### src/sv/cham_pkg.sv
package cham_pkg;

    localparam int Rounds = 80;

    // four 32-bit words, word 0 in the lowest bits
    typedef logic [3:0][31:0] block_t;
    typedef logic [7:0][31:0] rk_t;

    // configuration register indexes
    localparam logic RegKeyLow  = 1'b0;
    localparam logic RegKeyHigh = 1'b1;

    function automatic logic [31:0] rol1(input logic [31:0] v);
        return {v[30:0], v[31]};
    endfunction

    function automatic logic [31:0] rol8(input logic [31:0] v);
        return {v[23:0], v[31:24]};
    endfunction

    function automatic logic [31:0] rol11(input logic [31:0] v);
        return {v[20:0], v[31:21]};
    endfunction

    // one arx round; only word r mod 4 changes
    function automatic block_t cham_round(input block_t x, input logic [6:0] r,
                                          input logic [31:0] rk);
        logic [1:0]  w;
        logic [1:0]  nx;
        logic [31:0] a;
        logic [31:0] b;
        logic [31:0] sum;
        block_t      y;
        w  = r[1:0];
        nx = w + 2'd1;
        y  = x;
        a  = x[w] ^ {25'd0, r};
        if (r[0] == 1'b0)
        begin
            b    = rol1(x[nx]) ^ rk;
            sum  = a + b;
            y[w] = rol8(sum);
        end
        else
        begin
            b    = rol8(x[nx]) ^ rk;
            sum  = a + b;
            y[w] = rol1(sum);
        end
        return y;
    endfunction

endpackage

### src/sv/cham_round_stage.sv
module cham_round_stage
    import cham_pkg::*;
#(
    parameter int Round = 0
)
(
    input  logic        clk,
    input  logic        rst_n,
    input  logic        en,
    input  logic        in_valid,
    input  block_t      in_data,
    input  logic [31:0] rk,
    output logic        valid_reg,
    output block_t      data_reg
);

    localparam logic [6:0] RoundNum = 7'(Round);

    block_t data_next;

    assign data_next = cham_round(in_data, RoundNum, rk);

    always_ff @(posedge clk or negedge rst_n)
    begin
        if (!rst_n)
        begin
            valid_reg <= 1'b0;
        end
        else if (en)
        begin
            valid_reg <= in_valid;
        end
    end

    always_ff @(posedge clk)
    begin
        if (en)
        begin
            data_reg <= data_next;
        end
    end

endmodule

### config.mk
export PLATFORM = sky130hd
export DESIGN_NAME = cham_round_stage
export DESIGN_NICKNAME = d
export VERILOG_FILES = /design/src/sv/cham_pkg.sv /design/src/sv/cham_round_stage.sv
export SDC_FILE = /design/constraint.sdc
export NUM_CORES = 1
export LEC_CHECK = 0
export ABC_AREA = 1
export BUFFER_PORTS_ARGS = -buffer_cell sky130_fd_sc_hd__buf_2
export CORE_UTILIZATION = 40
export CTS_BUF_LIST = sky130_fd_sc_hd__clkbuf_2 sky130_fd_sc_hd__clkbuf_4 sky130_fd_sc_hd__clkbuf_8
export DETAILED_ROUTE_END_ITERATION = 12
export PLACE_DENSITY = 0.69
export SLEW_MARGIN = 10
export SYNTH_ARGS = -nofsm -noshare
export SYNTH_HDL_FRONTEND = slang
export SYNTH_SLANG_ARGS = --single-unit
### constraint.sdc
create_clock -name clk -period 1.1 [get_ports clk]
set_input_delay 0.055 -clock clk [delete_from_list [all_inputs] [get_ports clk]]
set_output_delay 0.055 -clock clk [all_outputs]
set_load 0.005 [all_outputs]
==> qor.csv <==
metric,value,unit
r2r_setup_slack,0.30,ns
port_buffers,292,
syn2layout_area_growth,77.8,%
die_area,17100,µm²
synth-edff-count,128,
r2r_cells,1,
synth_top_area_share,58.1,%
setup_viol_count_final,30,
gp_congestion,0.885,
cts_buffers,17,
outcome,finished with violations,
layout_setup_ws,-0.238,ns
ios,293,
post-place-ws,-0.752,ns
path_buf_inv,3,
hold_viol,0,
synth_common_cells,"224 x nand2_1, 128 x edfxtp_1, 118 x inv_1",
hold_path_depth,5,
slew_violations,0,
path_clk_slew,0.09,ns
critPathTopFamily,adder cells,
firstDrtPassIters,5,
vias_per_cell,4.63,
power_density,1310,nW/µm²
h-tree-depth,4,
ir_worst_vdd,0.000791,V
cpPeakStageDelay,0.35,ns
synth_cells,670,
worstPathRequired,1.31,ns
fmax,747,MHz
reg2reg_to,valid_reg$_DFFE_PN0P_,
netlist_area,6620,µm²
clock_sink_count,129,
drive_gt1_share,53.8,%
path_class,in2reg,
dp_hpwl,14.6,mm
finalNetCount,1369,
slowest_stage,fa_2,
initial_core_util,41.4,%
yosysTopAreaCell,edfxtp_1,
drtIter0Drc,353,
root_buffer,clkbuf_8,
hp-class,in2reg,
drc,0,
synth_area_leaders,"edfxtp_1 58%, nand2_1 13%, inv_1 6.7%",
cp_max_fo,3,
crit_chain,"buf_6, xor2_2, ha_2, inv_2, fa_2, inv_2, nand3_2, nand3_4, nand2_4, a21oi_4, nor2_2, nand2_1, nand2_1",
fin_crit,1.34,ns
avgSynthCellArea,9.88,µm²
synth_nets,869,
max_cap_viol_count,0,
cts_tree,yes,
grt_pass1_vias,6359,
violations,negative setup slack,
n_fill_cell,1100,
yosysUniqueCellTypes,24,
r2r-start,valid_reg$_DFFE_PN0P_,
synth-async-reset-ratio,0.775,%
die_w,131,µm
yosys_warnings,0,
worstHoldEndpoint,data_reg[7]$_DFFE_PP_,
ys_seq_area_share,58.4,%
insertion_delay,0.46,ns
synth-seq-cells,129,
largest_reg_flops,128,
synth_most_common_cell,nand2_1,
rsz0062_at_grt,yes,
p_leak,5.68,nW
end_kind,flop,
arrival,1.55,ns
worstSetupStartpointType,input port,
die_h,131,µm
min_from,in_data[31],
slew_headroom,78.4,%
ant_nets,0,
drt-wirelength-per-cell,16.0,µm
final_core_util,73.5,%
synth_ff_type,edfxtp_1,
num_rows,46,
fin_crit_sh,122,%
core_area,16000,µm²
routed_wl,22.4,mm
clock_path_buffers,2,
finalClockSkew,0,ns
tightest_slew,0.323,ns
grtUsageTotal,25.3,%
antenna_found_initial,2,
grt_max_degree,39,
num_vias,6477,
grt_pass1_wl,31.7,mm
grt.overflow.total,0,
==> per-stage QoR <==
stage	power [mW]	cells	setup TNS, ns	area (µm²)	hold WS, ns
after global placement	9.80	1233	-19.03	8870	-0.169
after detailed placement	9.87	1233	-19.51	8870	-0.170
after global routing	16.2	1400	-5.91	11800	0.0653
after floorplan	8.02	670	-10.48	6680	-0.241
final	15.4	1400	-4.10	11800	0.0198
after CTS	14.8	1386	-3.11	11100	0.00885
==> layout by cell type (no fill, tap or decap), types with 3 or more instances in the layout <==
master and n:
nor2_2 14, nand2_1 144, clkbuf_8 17, dlygate4sd3_1 101, a21oi_4 7, nand2_4 21, nor2_4 8, nand4_1 5
buf_6 44, xor2_1 22, ha_4 19, nand2_2 73, ha_1 11, a21oi_2 10, nor2_1 18, inv_2 19
inv_1 98, a21oi_1 4, nand3_1 8, nand3_2 15, ha_2 4, xnor2_1 4, buf_12 3, buf_2 263
buf_4 69, inv_8 4, xor2_2 17, nand3_4 4, clkinv_4 3, inv_6 6, xor2_4 3, edfxtp_1 128
==> how the worst max path moves through the flow <==
stage,start,endpoint,cells after the start
final,rk[0],data_reg[24]$_DFFE_PP_,13
after global routing,rk[0],data_reg[24]$_DFFE_PP_,13
after CTS,rk[0],data_reg[24]$_DFFE_PP_,13
after detailed placement,in_data[43],data_reg[29]$_DFFE_PP_,13
after global placement,in_data[43],data_reg[29]$_DFFE_PP_,13
after floorplan,in_data[63],data_reg[4]$_DFFE_PP_,12
==> where the power goes <==
group	switching [mW]	total (mW)	leakage, nW	internal (mW)
Combinational	2.67	5.25	4.23	2.58
Sequential	0.153	6.22	1.26	6.07
Clock	2.32	3.98	0.190	1.66
Total	5.14	15.4	5.68	10.3
==> what timing repair did <==
action | CTS | global route
hold endpoints to repair | 102 | 0
gates resized for setup | 157 | 122
pin swaps | 75 | 68
hold buffers | 101 | 0
setup endpoints to repair | 27 | 34
setup buffers | 20 | 16
cloned | 0 | 0
==> per-layer routing <==
layer / track usage [%] / wire [µm] / vias up
met3: 5.94 / 1480 / 67
met4: 14.1 / 949 / 2
met1: 26.2 / 7980 / 3017
li1: - / - / 3125
met2: 46.9 / 11900 / 266
met5: 0 / 16 / -
==> cells by family (layout without fill, tap and decap cells) <==
family	after synthesis	after routing	synth area share [%]
AO/OA/AOI/OAI	25	25	2.10
multiplexers	1	1	0.170
buffers and inverters	119	632	6.75
other	0	1	0
AND/OR/NAND/NOR	314	314	19.6
flip-flops	129	129	58.4
adder cells (fa/ha/maj)	35	35	6.73
XOR/XNOR	47	47	6.22
==> area by class of cell <==
class / instances / area (µm²) / share of cell area (%)
Antenna cell: 1 / 2.50 / 0.0213
Clock buffer: 17 / 234 / 1.99
Clock inverter: 15 / 136 / 1.16
Inverter: 119 / 452 / 3.84
Multi-Input combinational cell: 422 / 3390 / 28.8
Sequential cell: 129 / 3870 / 32.9
Tap cell: 216 / 270 / 2.30
Timing Repair Buffer: 481 / 3420 / 29.0
No activity file was read; power rests on OpenSTA's default activity.
