**config.mk**
```make
export PLATFORM = sky130hd
export DESIGN_NAME = cham_out_buf
export DESIGN_NICKNAME = d
export VERILOG_FILES = /design/src/sv/cham_pkg.sv /design/src/sv/cham_out_buf.sv
export SDC_FILE = /design/constraint.sdc
export NUM_CORES = 1
export LEC_CHECK = 0
export BUFFER_PORTS_ARGS = -buffer_cell sky130_fd_sc_hd__buf_4
export CAP_MARGIN = 20
export CORE_MARGIN = 3
export CORE_UTILIZATION = 50
export CTS_CLUSTER_DIAMETER = 100
export CTS_CLUSTER_SIZE = 10
export DETAILED_ROUTE_END_ITERATION = 12
export MAX_ROUTING_LAYER = met4
export PLACE_DENSITY = 0.77
export SLEW_MARGIN = 20
export SYNTH_ARGS = -nofsm -noshare
export SYNTH_HDL_FRONTEND = slang
export SYNTH_SLANG_ARGS = --single-unit
export TNS_END_PERCENT = 20
```
**constraint.sdc**
```tcl
create_clock -name clk -period 12.96 [get_ports clk]
set_input_delay 1.944 -clock clk [delete_from_list [all_inputs] [get_ports clk]]
set_output_delay 1.944 -clock clk [all_outputs]
set_load 0.03 [all_outputs]
```
**src/sv/cham_pkg.sv**
```systemverilog
package cham_pkg;

    localparam int Rounds = 80;

    // four 32-bit words, word 0 in the lowest bits
    typedef logic [3:0][31:0] block_t;
    typedef logic [7:0][31:0] rk_t;

    // configuration register indexes
    localparam logic RegKeyLow  = 1'b0;
    localparam logic RegKeyHigh = 1'b1;

    function automatic logic [31:0] rol1(input logic [31:0] v);
        return {v[30:0], v[31]};
    endfunction

    function automatic logic [31:0] rol8(input logic [31:0] v);
        return {v[23:0], v[31:24]};
    endfunction

    function automatic logic [31:0] rol11(input logic [31:0] v);
        return {v[20:0], v[31:21]};
    endfunction

    // one arx round; only word r mod 4 changes
    function automatic block_t cham_round(input block_t x, input logic [6:0] r,
                                          input logic [31:0] rk);
        logic [1:0]  w;
        logic [1:0]  nx;
        logic [31:0] a;
        logic [31:0] b;
        logic [31:0] sum;
        block_t      y;
        w  = r[1:0];
        nx = w + 2'd1;
        y  = x;
        a  = x[w] ^ {25'd0, r};
        if (r[0] == 1'b0)
        begin
            b    = rol1(x[nx]) ^ rk;
            sum  = a + b;
            y[w] = rol8(sum);
        end
        else
        begin
            b    = rol8(x[nx]) ^ rk;
            sum  = a + b;
            y[w] = rol1(sum);
        end
        return y;
    endfunction

endpackage

```
**src/sv/cham_out_buf.sv**
```systemverilog
module cham_out_buf
    import cham_pkg::*;
(
    input  logic   clk,
    input  logic   rst_n,
    input  logic   in_valid,
    input  block_t in_data,
    output logic   en,
    output logic   out_valid_reg,
    output block_t out_data_reg,
    input  logic   out_ready,
    output logic   skid_valid_reg
);

    block_t skid_data_reg;
    logic   take;

    // pipeline only moves while the skid slot is free
    assign en   = !skid_valid_reg;
    assign take = en && in_valid;

    always_ff @(posedge clk or negedge rst_n)
    begin
        if (!rst_n)
        begin
            out_valid_reg  <= 1'b0;
            skid_valid_reg <= 1'b0;
        end
        else if (out_ready || !out_valid_reg)
        begin
            if (skid_valid_reg)
            begin
                out_valid_reg  <= 1'b1;
                skid_valid_reg <= 1'b0;
            end
            else
            begin
                out_valid_reg <= take;
            end
        end
        else if (take)
        begin
            skid_valid_reg <= 1'b1;
        end
    end

    always_ff @(posedge clk)
    begin
        if (out_ready || !out_valid_reg)
        begin
            if (skid_valid_reg)
            begin
                out_data_reg <= skid_data_reg;
            end
            else if (take)
            begin
                out_data_reg <= in_data;
            end
        end
        else if (take)
        begin
            skid_data_reg <= in_data;
        end
    end

endmodule

```
==> flow_summary.json <==
{
  "boundaryPins": 263,
  "die_w_um": 145.2,
  "p_sw_share_pct": 22.80,
  "postSynthCellCount": 408,
  "ctsHoldBuffers": 0,
  "cts_tree": "yes",
  "post_cts_buffers": 0,
  "rsz0062_at_grt": "false",
  "setup-violations-final": 0,
  "synth-seq-cells": 258,
  "yosysSeqAreaShare_pct": 79.83,
  "cpMostUsedCell": "buf_4",
  "synth.avg_cell_area_um2": 23.75,
  "initial_utilization_pct": 51.30,
  "final_hold_viol_count": 0,
  "critPathMaxFanout": 61,
  "critPathBufInv": 3,
  "worst_slack_ps": 8795,
  "layout-drive-gt1-share_pct": 60.94,
  "cp_cell_sequence": "buf_4, nand2b_1, nor2b_4, buf_4, buf_4",
  "yosysTopAreaCell": "edfxtp_1",
  "syn-cell-area_um2": 9692,
  "drt-total-wl_um": 18900,
  "clockBufferDepth": 3,
  "gr-total-overflow": 0,
  "power.internal_w": 0.001509,
  "vdd_drop_max_v": 0.0001205,
  "antenna_cells": 0,
  "drt_iter0_drc": 240,
  "netlist_top_cells_area": "edfxtp_1 79%, mux2_4 14%, mux2_2 4.6%",
  "critPathSlowestCell": "buf_4",
  "core_um2": 18890,
  "grt_max_degree": 62,
  "fin_crit_sh_pct": 32.14,
  "cp_top_family": "buffers and inverters",
  "seqPwrFrac_pct": 51.5,
  "drtAntennaViolNets": 0,
  "clk_latency_ps": 520,
  "antenna_found_initial": 0,
  "hpwl_um": 12960,
  "clkSinkCount": 258,
  "critPathLaunchType": "primary input",
  "path_depth": 5,
  "die_area_um2": 21090,
  "async_flop_share_pct": 0.7752,
  "dieHeight_um": 145.2,
  "remaining_drc_errors": 0,
  "p_comb_share_pct": 13.3,
  "grt.total_usage_pct": 17.77,
  "cts-root-buf": "clkbuf_16",
  "ys_warn_count": 0,
  "via_count": 4769,
  "portBuffers": 262,
  "synth.top_cell.area_share_pct": 79.32,
  "viasPerCell": 4.947,
  "place.gp.congestion": 0.8045,
  "synth_edf_count": 256,
  "slew_violations": 0,
  "hp-class": "reg2reg",
  "syn_to_final_growth_pct": 30.83,
  "crit_required_ps": 13100,
  "reg2reg_depth": 4,
  "worstPathArrival_ps": 4310,
  "drt-pass1-iter-count": 4,
  "period_minus_slack_ps": 4165,
  "power_density_nw_per_um2": 154.2,
  "crit_type": "in2reg",
  "htree_levels": 1,
  "ctsResizeCount": 0,
  "clkPwrFrac_pct": 35.2,
  "setup_tns_ps": 0,
  "fin_skew_ps": 11.95,
  "leakage_nw": 4.925,
  "worst_path_largest_cell_delay_ps": 710,
  "cts_made_buffers": 29,
  "cp-end-kind": "flop",
  "worst_pin_slew_ps": 945.8,
  "synth.most_common_cell": "edfxtp_1",
  "place_ws_ps": 8244,
  "wire_per_inst_um": 19.61,
  "cap_violations": 0,
  "synth_nets": 540,
  "grt_pass1_wl_um": 29040,
  "maxSlewHeadroom_pct": 36.95,
  "p_switching_w": 0.0004457,
  "synth_cell_types": 13,
  "rows": 50,
  "grt_pass1_vias": 5379,
  "path_clk_slew_ps": 60,
  "fmax_mhz": 240.1,
  "hold_depth": 1,
  "ys.flop_type": "edfxtp_1",
  "synth_commonest_cells": "256 x edfxtp_1, 88 x mux2_4, 40 x mux2_2, 10 x buf_6, 4 x buf_2",
  "num-nets-final": 825,
  "status": "complete, no violations"
}
[metrics by stage]
| stage | std cells | hold slack, ps | total power [W] | util [%] | cell area (µm²) |
|---|---|---|---|---|---|
| 2_1_floorplan | 408 | 523.2 | 0.001189 | - | 9692 |
| 5_1_grt | 964 | 552.1 | 0.002027 | 67.11 | 12680 |
| 3_3_place_gp | 922 | 529.2 | 0.001279 | 63.01 | 11910 |
| 6_report | 964 | 542.8 | 0.001955 | 67.11 | 12680 |
| 4_1_cts | 964 | 546.0 | 0.001978 | 67.11 | 12680 |
| 3_5_place_dp | 922 | 533.8 | 0.001286 | 63.01 | 11910 |
[cells by family (layout without fill, tap and decap cells)]
kind of cell | Yosys count | count (layout) | synth area share (%)
flops | 258 | 258 | 79.83
mux | 128 | 128 | 18.28
buf+inv | 16 | 312 | 1.562
simple gates | 6 | 6 | 0.3229
[metal layers]
metal | vias to the layer above | track usage (%) | wire length, µm | part of all wire [%]
met5 | - | - | 0 | 0
met3 | 40 | 7.370 | 2006 | 11
li1 | 2187 | - | - | -
met2 | 210 | 28.00 | 9067 | 48
met1 | 2332 | 20.62 | 7238 | 38
met4 | 0 | 6.553 | 589 | 3.1
[cells in the final DEF (no fill, tap or decap)]
master	n
clkbuf_1	12
nor3b_2	1
clkinv_1	1
dfrtp_4	1
nor2b_4	1
nand2_1	1
inv_1	1
nor2_1	2
mux2_4	88
clkbuf_16	29
dfrtp_1	1
mux2_2	40
nand2b_1	1
edfxtp_1	256
buf_4	269
[power groups by stage]
stage | Combinational, W | Clock [W] | Sequential (W)
3_5_place_dp | 0.000263 | 0 | 0.00102
6_report | 0.000260 | 0.000688 | 0.00101
5_1_grt | 0.000274 | 0.000742 | 0.00101
2_1_floorplan | 0.0000892 | 0 | 0.00110
4_1_cts | 0.000264 | 0.000707 | 0.00101
3_3_place_gp | 0.000257 | 0 | 0.00102
[final cells by class]
cell class	count	area, µm²
tap	260	325.3
inverter	1	3.754
fill	1266	6213
clock buffer	41	770.7
timing repair buffer	269	2019
sequential	258	7741
clock inverter	1	3.754
multi-input combinational	134	1815
[worst paths after layout]
| path | from | endpoint | slack (ps) |
|---|---|---|---|
| min in group asynchronous | rst_n | out_valid_reg$_DFFE_PN0P_ | 1210 |
| worst min register to register | skid_data_reg[65]$_DFFE_PP_ | out_data_reg[65]$_DFFE_PP_ | 540 |
| worst min-delay path | skid_data_reg[65]$_DFFE_PP_ | out_data_reg[65]$_DFFE_PP_ | 540 |
| worst max-delay path | out_ready | out_data_reg[122]$_DFFE_PP_ | 8790 |
| worst max register to register | skid_valid_reg$_DFFE_PN0P_ | out_data_reg[122]$_DFFE_PP_ | 9660 |
| max in group asynchronous | rst_n | skid_valid_reg$_DFFE_PN0P_ | 11630 |
No activity file was read; power rests on OpenSTA's default activity.
