**src/sv/cham_pkg.sv**
```systemverilog
package cham_pkg;

    localparam int Rounds = 80;

    // four 32-bit words, word 0 in the lowest bits
    typedef logic [3:0][31:0] block_t;
    typedef logic [7:0][31:0] rk_t;

    // configuration register indexes
    localparam logic RegKeyLow  = 1'b0;
    localparam logic RegKeyHigh = 1'b1;

    function automatic logic [31:0] rol1(input logic [31:0] v);
        return {v[30:0], v[31]};
    endfunction

    function automatic logic [31:0] rol8(input logic [31:0] v);
        return {v[23:0], v[31:24]};
    endfunction

    function automatic logic [31:0] rol11(input logic [31:0] v);
        return {v[20:0], v[31:21]};
    endfunction

    // one arx round; only word r mod 4 changes
    function automatic block_t cham_round(input block_t x, input logic [6:0] r,
                                          input logic [31:0] rk);
        logic [1:0]  w;
        logic [1:0]  nx;
        logic [31:0] a;
        logic [31:0] b;
        logic [31:0] sum;
        block_t      y;
        w  = r[1:0];
        nx = w + 2'd1;
        y  = x;
        a  = x[w] ^ {25'd0, r};
        if (r[0] == 1'b0)
        begin
            b    = rol1(x[nx]) ^ rk;
            sum  = a + b;
            y[w] = rol8(sum);
        end
        else
        begin
            b    = rol8(x[nx]) ^ rk;
            sum  = a + b;
            y[w] = rol1(sum);
        end
        return y;
    endfunction

endpackage

```
**src/sv/cham_key_sched.sv**
```systemverilog
module cham_key_sched
    import cham_pkg::*;
(
    input  logic [63:0] key_low,
    input  logic [63:0] key_high,
    output rk_t         rk
);

    logic [3:0][31:0] kw;

    assign kw = {key_high, key_low};

    always_comb
    begin
        rk = '0;
        for (int i = 0; i < 4; i++)
        begin
            rk[3'(i)]           = kw[2'(i)] ^ rol1(kw[2'(i)]) ^ rol8(kw[2'(i)]);
            // second half of the schedule swaps neighbors
            rk[3'((i + 4) ^ 1)] = kw[2'(i)] ^ rol1(kw[2'(i)]) ^ rol11(kw[2'(i)]);
        end
    end

endmodule

```
**config.mk**
```make
export PLATFORM = sky130hd
export DESIGN_NAME = cham_key_sched
export DESIGN_NICKNAME = d
export VERILOG_FILES = /design/src/sv/cham_pkg.sv /design/src/sv/cham_key_sched.sv
export SDC_FILE = /design/constraint.sdc
export NUM_CORES = 1
export LEC_CHECK = 0
export ABC_AREA = 1
export ABC_CLOCK_PERIOD_IN_PS = 800
export BUFFER_PORTS_ARGS = -buffer_cell sky130_fd_sc_hd__buf_2
export CAP_MARGIN = 10
export CORE_AREA = 8 8 144 146
export DETAILED_ROUTE_END_ITERATION = 16
export DIE_AREA = 0 0 152 154
export PLACE_DENSITY_LB_ADDON = 0.12
export SLEW_MARGIN = 20
export SYNTH_ARGS = -nofsm -noshare
export SYNTH_HDL_FRONTEND = slang
export SYNTH_SLANG_ARGS = --single-unit
```
**constraint.sdc**
```tcl
create_clock -name vclk -period 0.8
set_input_delay 0.16 -clock vclk [all_inputs]
set_output_delay 0.16 -clock vclk [all_outputs]
set_load 0.01 [all_outputs]
```
==> results of run 1 <==
==> per-stage QoR <==
stage | setup TNS [ns] | setup slack, ns | power (mW)
2_1_floorplan | 0 | 0.173 | 1.99
5_1_grt | -3.94 | -0.130 | 4.59
4_1_cts | -1.60 | -0.0779 | 3.50
3_5_place_dp | -8.80 | -0.321 | 2.37
3_3_place_gp | -9.05 | -0.362 | 2.38
6_report | -1.60 | -0.0950 | 4.24
==> final timing paths <==
kind | startpoint | end | slack [ns] | cells after the start
setup / recovery | key_low[27] | rk[28] | -0.1 | 7
hold / removal | key_low[27] | rk[3] | 0.67 | 4
==> power by group through the flow <==
stage	registers, mW	clock network [mW]	logic, mW
global placement	0	0	2.38
CTS	0	0	3.50
floorplan	0	0	1.99
finish	0	0	4.24
detailed placement	0	0	2.37
global route	0	0	4.59
==> metal layers <==
layer / routed length, µm / GRT usage (%) / vias to the layer above
li1: - / - / 1994
met1: 5120 / 12.1 / 1712
met2: 7580 / 19.9 / 168
met3: 737 / 2.27 / 12
met4: 284 / 1.90 / 0
met5: 0 / 0 / -
==> what timing repair did <==
item	in CTS	in global routing
cloned	0	0
buffers inserted	5	5
pin swaps	85	107
hold buffers	0	0
resized for setup	600	328
setup endpoints to repair	64	64
==> cells in the final DEF (no fill, tap or decap) <==
cell type,instances
sky130_fd_sc_hd__buf_12,57
sky130_fd_sc_hd__nand2_4,98
sky130_fd_sc_hd__nand2_2,117
sky130_fd_sc_hd__inv_6,1
sky130_fd_sc_hd__nand3_2,10
sky130_fd_sc_hd__inv_4,5
sky130_fd_sc_hd__nand2_8,1
sky130_fd_sc_hd__clkinv_8,37
sky130_fd_sc_hd__buf_4,48
sky130_fd_sc_hd__inv_2,1
sky130_fd_sc_hd__nand3_1,54
sky130_fd_sc_hd__inv_8,20
sky130_fd_sc_hd__conb_1,192
sky130_fd_sc_hd__buf_2,23
sky130_fd_sc_hd__nand2_1,104
sky130_fd_sc_hd__buf_8,8
sky130_fd_sc_hd__buf_6,60
==> worst max-delay path, stage by stage <==
cell and delay (ns):
sky130_fd_sc_hd__buf_12 0.11, sky130_fd_sc_hd__buf_12 0.12, sky130_fd_sc_hd__nand2_4 0.05, sky130_fd_sc_hd__nand2_2 0.04, sky130_fd_sc_hd__nand2_1 0.06, sky130_fd_sc_hd__nand2_1 0.07, sky130_fd_sc_hd__buf_6 0.13
==> final cells by class <==
class	instances	area, µm²
Inverter	64	871
Fill cell	1876	11500
Multi-Input combinational cell	576	3340
Tap cell	234	293
Timing Repair Buffer	196	2410
==> logic make-up after synthesis <==
kind of cell,count (synthesis),share of synthesized area (%)
buf+inv,256,52.4
other cells,1,0.117
simple gates,384,47.4
==> results summary, run 1 <==
The number of nets still failing antenna checks after routing came out at 0. The number of clock buffers in the layout came out at 0. The first detailed-routing pass took 4 iterations. The utilization of the core after routing came out at 37.5%. Port buffering added ~130 buffers. The cell count after placement is around 1100. After detailed routing, the total wire length is between 10 and 15 mm. The final-report setup violation count came out at 60.

The via count of the first global-routing pass was between 3000 and 4000. The floorplan step defined a die boundary enclosing 23400 µm². The power share of the combinational group is between 90% and 100%. The detailed-route vias per instance came out at 3.63. The net switching component of the power is approximately 2.3 mW. Max-cap violations in this run came to 0. After detailed routing, the number of remaining DRC violations is 0. In this run the power density over the cells is between 600 and 700 nW/µm². The die outline height came out at roughly 150 µm. The arrival time of data at the critical path endpoint came out at approximately 0.74 ns.

The number of top-level pins came out at 384. The number of standard cells in the final layout excluding fillers came out at between 1000 and 1500. The number of endpoints with negative hold slack in the final report is 0. Setup slack on the critical path of the routed design comes to -0.0950 ns. The worst setup path is launched from an input pin. Registers are responsible for 0% of the overall power. The sequential cell area came out at 0 µm². The count of warnings emitted by yosys came out at 0.

The number of cells produced by synthesis is 641. The class of the most critical setup path is in2out. The synthesized design spends more area on one cell type than any other, namely sky130_fd_sc_hd__buf_4.

The number of placement rows came out at 50. After synthesis, the largest area contributor takes up around 45% of total cell area. The starting density of the core is roughly 17%. The DRC marker count from the first detailed-route iteration came out at 109. The final count of pins violating max slew was 0.

The number of nets in the final layout is roughly 970. Across every metal layer, demand over resource in global routing totals a little over a tenth. Per report_power, the clock group accounts for 0% of the total. Subtracting the final worst setup slack from the clock period gives slightly below 0.9 ns. The count of inserted antenna diode cells came out at 0. The synthesized netlist occupies a cell area of 3210 µm². sky130_fd_sc_hd__nand2_1 is the most common cell in the netlist.

The highest clock frequency the design can meet is between 1 and 1.5 GHz. The highest ir drop seen on vdd is ~0.2 mV. The sequential share of the synthesized area came out at 0%. The run finished, with violations left. The wire length per cell came out at 12.8 µm. The first-pass GRT wire length came out at between 20 and 25 mm. By area the synthesized netlist is led by sky130_fd_sc_hd__buf_4 45%, sky130_fd_sc_hd__nand2_1 37%, sky130_fd_sc_hd__nand3_1 10%. The checks that failed: negative setup slack.

The placer's final routability congestion estimate came out at between 0.7 and 0.8. The worst setup path is captured at an output port. The maximum number of pins on one net before global-route repair is 5. The final critical path takes up 112% of the cycle. Summing all placed instances gives a cell area of slightly below 4000 µm².

The class of the tightest hold or removal check is in2out. The die is roughly 150 µm wide. The leakage power of the design came out at ~4 nW. The number of distinct library cells after synthesis came out at 5.

The area growth from synthesis to final layout is 116%. The sequential cell count of the final layout is 0. The worst hold margin came out at 0.670 ns.

The largest fanout on the critical path is 3. The required time of the worst setup path is between 0.6 and 0.7 ns. The total overflow reported by the global router came out at 0. Cells with a size suffix above 1 make up around 58% of the layout. Net switching is a little over half of the power.

The final instance area is about 7000 µm². Setup repair after global routing could not meet its margin everywhere. The synthesized area per cell came out at between 5 and 6 µm². The area of the core came out at ~18000 µm². The total half-perimeter wirelength after legalization and detailed placement came out at about 12 mm. The number of antenna violations at the first check in global routing is 0. In the synthesized netlist, the cells that appear most often are 320 x sky130_fd_sc_hd__nand2_1, 192 x sky130_fd_sc_hd__buf_4, 64 x sky130_fd_sc_hd__inv_1, 64 x sky130_fd_sc_hd__nand3_1, 1 x sky130_fd_sc_hd__conb_1.

The internal power contribution is 1.96 mW. The total number of vias came out at 3886.
Power figures use the tool's default switching activity.
==> run 2, diff against run 1 <==
--- a/config.mk
+++ b/config.mk
@@ -9,9 +9,11 @@
 export ABC_CLOCK_PERIOD_IN_PS = 800
 export BUFFER_PORTS_ARGS = -buffer_cell sky130_fd_sc_hd__buf_2
 export CAP_MARGIN = 10
-export CORE_AREA = 8 8 144 146
+export CELL_PAD_IN_SITES_DETAIL_PLACEMENT = 0
+export CELL_PAD_IN_SITES_GLOBAL_PLACEMENT = 1
+export CORE_MARGIN = 8
+export CORE_UTILIZATION = 17
 export DETAILED_ROUTE_END_ITERATION = 16
-export DIE_AREA = 0 0 152 154
 export PLACE_DENSITY_LB_ADDON = 0.12
 export SLEW_MARGIN = 20
 export SYNTH_ARGS = -nofsm -noshare
==> results summary, run 2 (synthesized netlist as in run 1, its figures left out) <==
The flow ran to the end, but the final reports show violations. The final reports fail on negative setup slack. At the worst endpoint, the arrival time is a little over 0.7 ns. The number of antenna violations at the first check in global routing was 0. During I/O placement, the number of pins put on the boundary was 384. The top cell types in the final layout, fill and taps aside, are 192 x sky130_fd_sc_hd__conb_1, 114 x sky130_fd_sc_hd__nand2_1, 111 x sky130_fd_sc_hd__nand2_2, 95 x sky130_fd_sc_hd__nand2_4, 59 x sky130_fd_sc_hd__buf_12. The number of endpoints with negative hold slack in the final report came to 0. In this design, the critical path's most frequently occurring cell is sky130_fd_sc_hd__nand2_2. In this run, the number of DRC markers left after iteration 0 of detailed routing was slightly above 70. The clock network accounts for 0% of the total power.

The final count of pins violating max slew came out at 0. The net switching component of the power is 2.24 mW. Detailed placement finished with a half-perimeter wire length of between 10 and 15 mm. In this design, the stage delay of the slowest critical-path cell is between 0.1 and 0.15 ns. The portion of the clock cycle consumed by the worst path in the final layout is 110%. The tool flagged a number of max-cap violations equal to 0. The clock buffers instantiated in the layout total 0. The first global-routing pass estimated 21.4 mm of wire. The portion of total power attributed to sequential cells came out at 0%. After the flow finishes, the layout carries non-filler instances totaling about 1100.

The worst hold margin is between 0.6 and 0.7 ns. The multi-input combinational cells in the finished layout cover a total of around 3300 µm². Leaving out fill and tap cells, the most frequent cell in the layout is sky130_fd_sc_hd__conb_1.

The required time of the worst setup path is approximately 0.64 ns. Across the VDD grid, the largest voltage drop is ~0.19 mV. The slack of the critical path is -0.0817 ns. Setup repair after global routing could not meet its margin everywhere. The fraction of met1 tracks used by global routing came out at roughly an eighth. Once layout is complete, the utilization of the core stands at between 30% and 40%. The kind of start point of the critical path is an input pin. Once detail routing completed, the nets flagged for antenna violations numbered 0. Traced cell by cell, the critical path runs through buf_12 -> buf_6 -> nand2_4 -> nand2_2 -> nand2_2 -> nand2_2 -> buf_6. The global routing stage identified its most utilized layer as met2. Routability-driven placement finished with a final weighted congestion of between 0.8 and 0.9. The critical-path cell with the highest stage delay is sky130_fd_sc_hd__buf_6.

The cell class contributing the biggest share of worst-path delay is buffers and inverters. The area of the core came out at about 19000 µm². The path class of the tightest hold or removal check is in2out. After detailed routing, the number of remaining DRC violations is 0. The via count of the first global-routing pass came to 4131. The area growth from synthesis to layout is 110%. The maximum number of pins on one net before global-route repair is 5.

The leakage power of the design came out at between 3 and 4 nW. The routed layout has between 3000 and 4000 vias. The internal power contribution came out at ~1.9 mW. The global routing usage on met2 is about 20%.

Across the whole layout, storage elements account for 0 µm². The final-layout fill cell count came out at ~2000. The critical path buffer and inverter count came out at 3. The met3 track demand over resource is roughly 2.3%. Including well taps, the total number of placed cells is 1046. The share of total power dissipated in combinational logic is between 90% and 100%. The number of placement rows is 50. The share of total power consumed by net switching came out at ~54%. The power density over the cells came out at around 610 nW/µm². The total negative setup slack came out at -1.80 ns.

The die covers 23500 µm². The largest fanout on the critical path is 3. The minimum clock period after layout is 0.882 ns.

The final-report setup violation count is between 60 and 70. The total overflow reported by the global router is 0. Buffers placed on the I/O ports in this run total ~130.

The highest clock frequency the design can meet is 1.13 GHz. The total wire length came out at around 14 mm. The first-pass iteration count of the detailed router is 4. The worst setup path is of the in2out kind. The combined global-route utilization of all metal layers came out at about 11%.

The die outline height is 153 µm. The starting density of the core came out at between 10% and 20%. The share of final-layout standard cells stronger than drive strength 1 is 56.0%.

Dividing the detail-routed wire length by the instance count gives around 13 µm. The die span in x came out at approximately 150 µm. There are 0 flip-flops and latches. Counting instances, the worst hold path has a depth of 5. The count of inserted antenna diode cells came out at 0. In the routed layout, each cell is associated on average with a via count of around 3.7. The number of nets in the final layout came out at around 960.

The worst setup path is captured at an output port. The total number of cells along the worst setup path is 7.
## run 2: metal layers
layer / vias to the layer above / part of all wire [%]
li1: 1978 / -
met1: 1787 / 40
met2: 169 / 53
met3: 8 / 5.9
met4: 0 / 0.95
met5: - / 0
## run 2: path summary, 6_finish.rpt
path   startpoint     end  slack, ns
max   key_low[37]  rk[38]      -0.08
min   key_low[37]  rk[45]       0.67
## run 2: tightest hold or removal path, stage by stage
cell,delay [ns]
sky130_fd_sc_hd__buf_12,0.09
sky130_fd_sc_hd__inv_8,0.03
sky130_fd_sc_hd__nand2_1,0.04
sky130_fd_sc_hd__nand2_1,0.05
sky130_fd_sc_hd__buf_6,0.12
## run 2: power by group through the flow
stage / Sequential (mW) / Clock, mW / Combinational (mW)
global placement: 0 / 0 / 2.33
floorplan: 0 / 0 / 1.99
CTS: 0 / 0 / 3.47
finish: 0 / 0 / 4.13
detailed placement: 0 / 0 / 2.32
global route: 0 / 0 / 4.48
## run 2: stage by stage
step           worst slack [ns]  cell area (µm²)  total power [mW]
4_1_cts                  -0.110             5610              3.47
6_report                -0.0817             6730              4.13
2_1_floorplan             0.173             3920              1.99
3_5_place_dp             -0.318             3750              2.32
3_3_place_gp             -0.319             3750              2.33
5_1_grt                  -0.125             6730              4.48
## run 2: repair_timing
item                       CTS  global route
hold buffers                 0             0
setup endpoints to repair   64            64
pin swaps                   94           119
gates resized for setup    618           282
setup buffers               13             3
## run 2: final cells by class
type / count / share of cell area (%)
multi-input cells: 576 / 48.5
repair buffers: 188 / 34.5
inverters: 64 / 12.7
well taps: 234 / 4.35
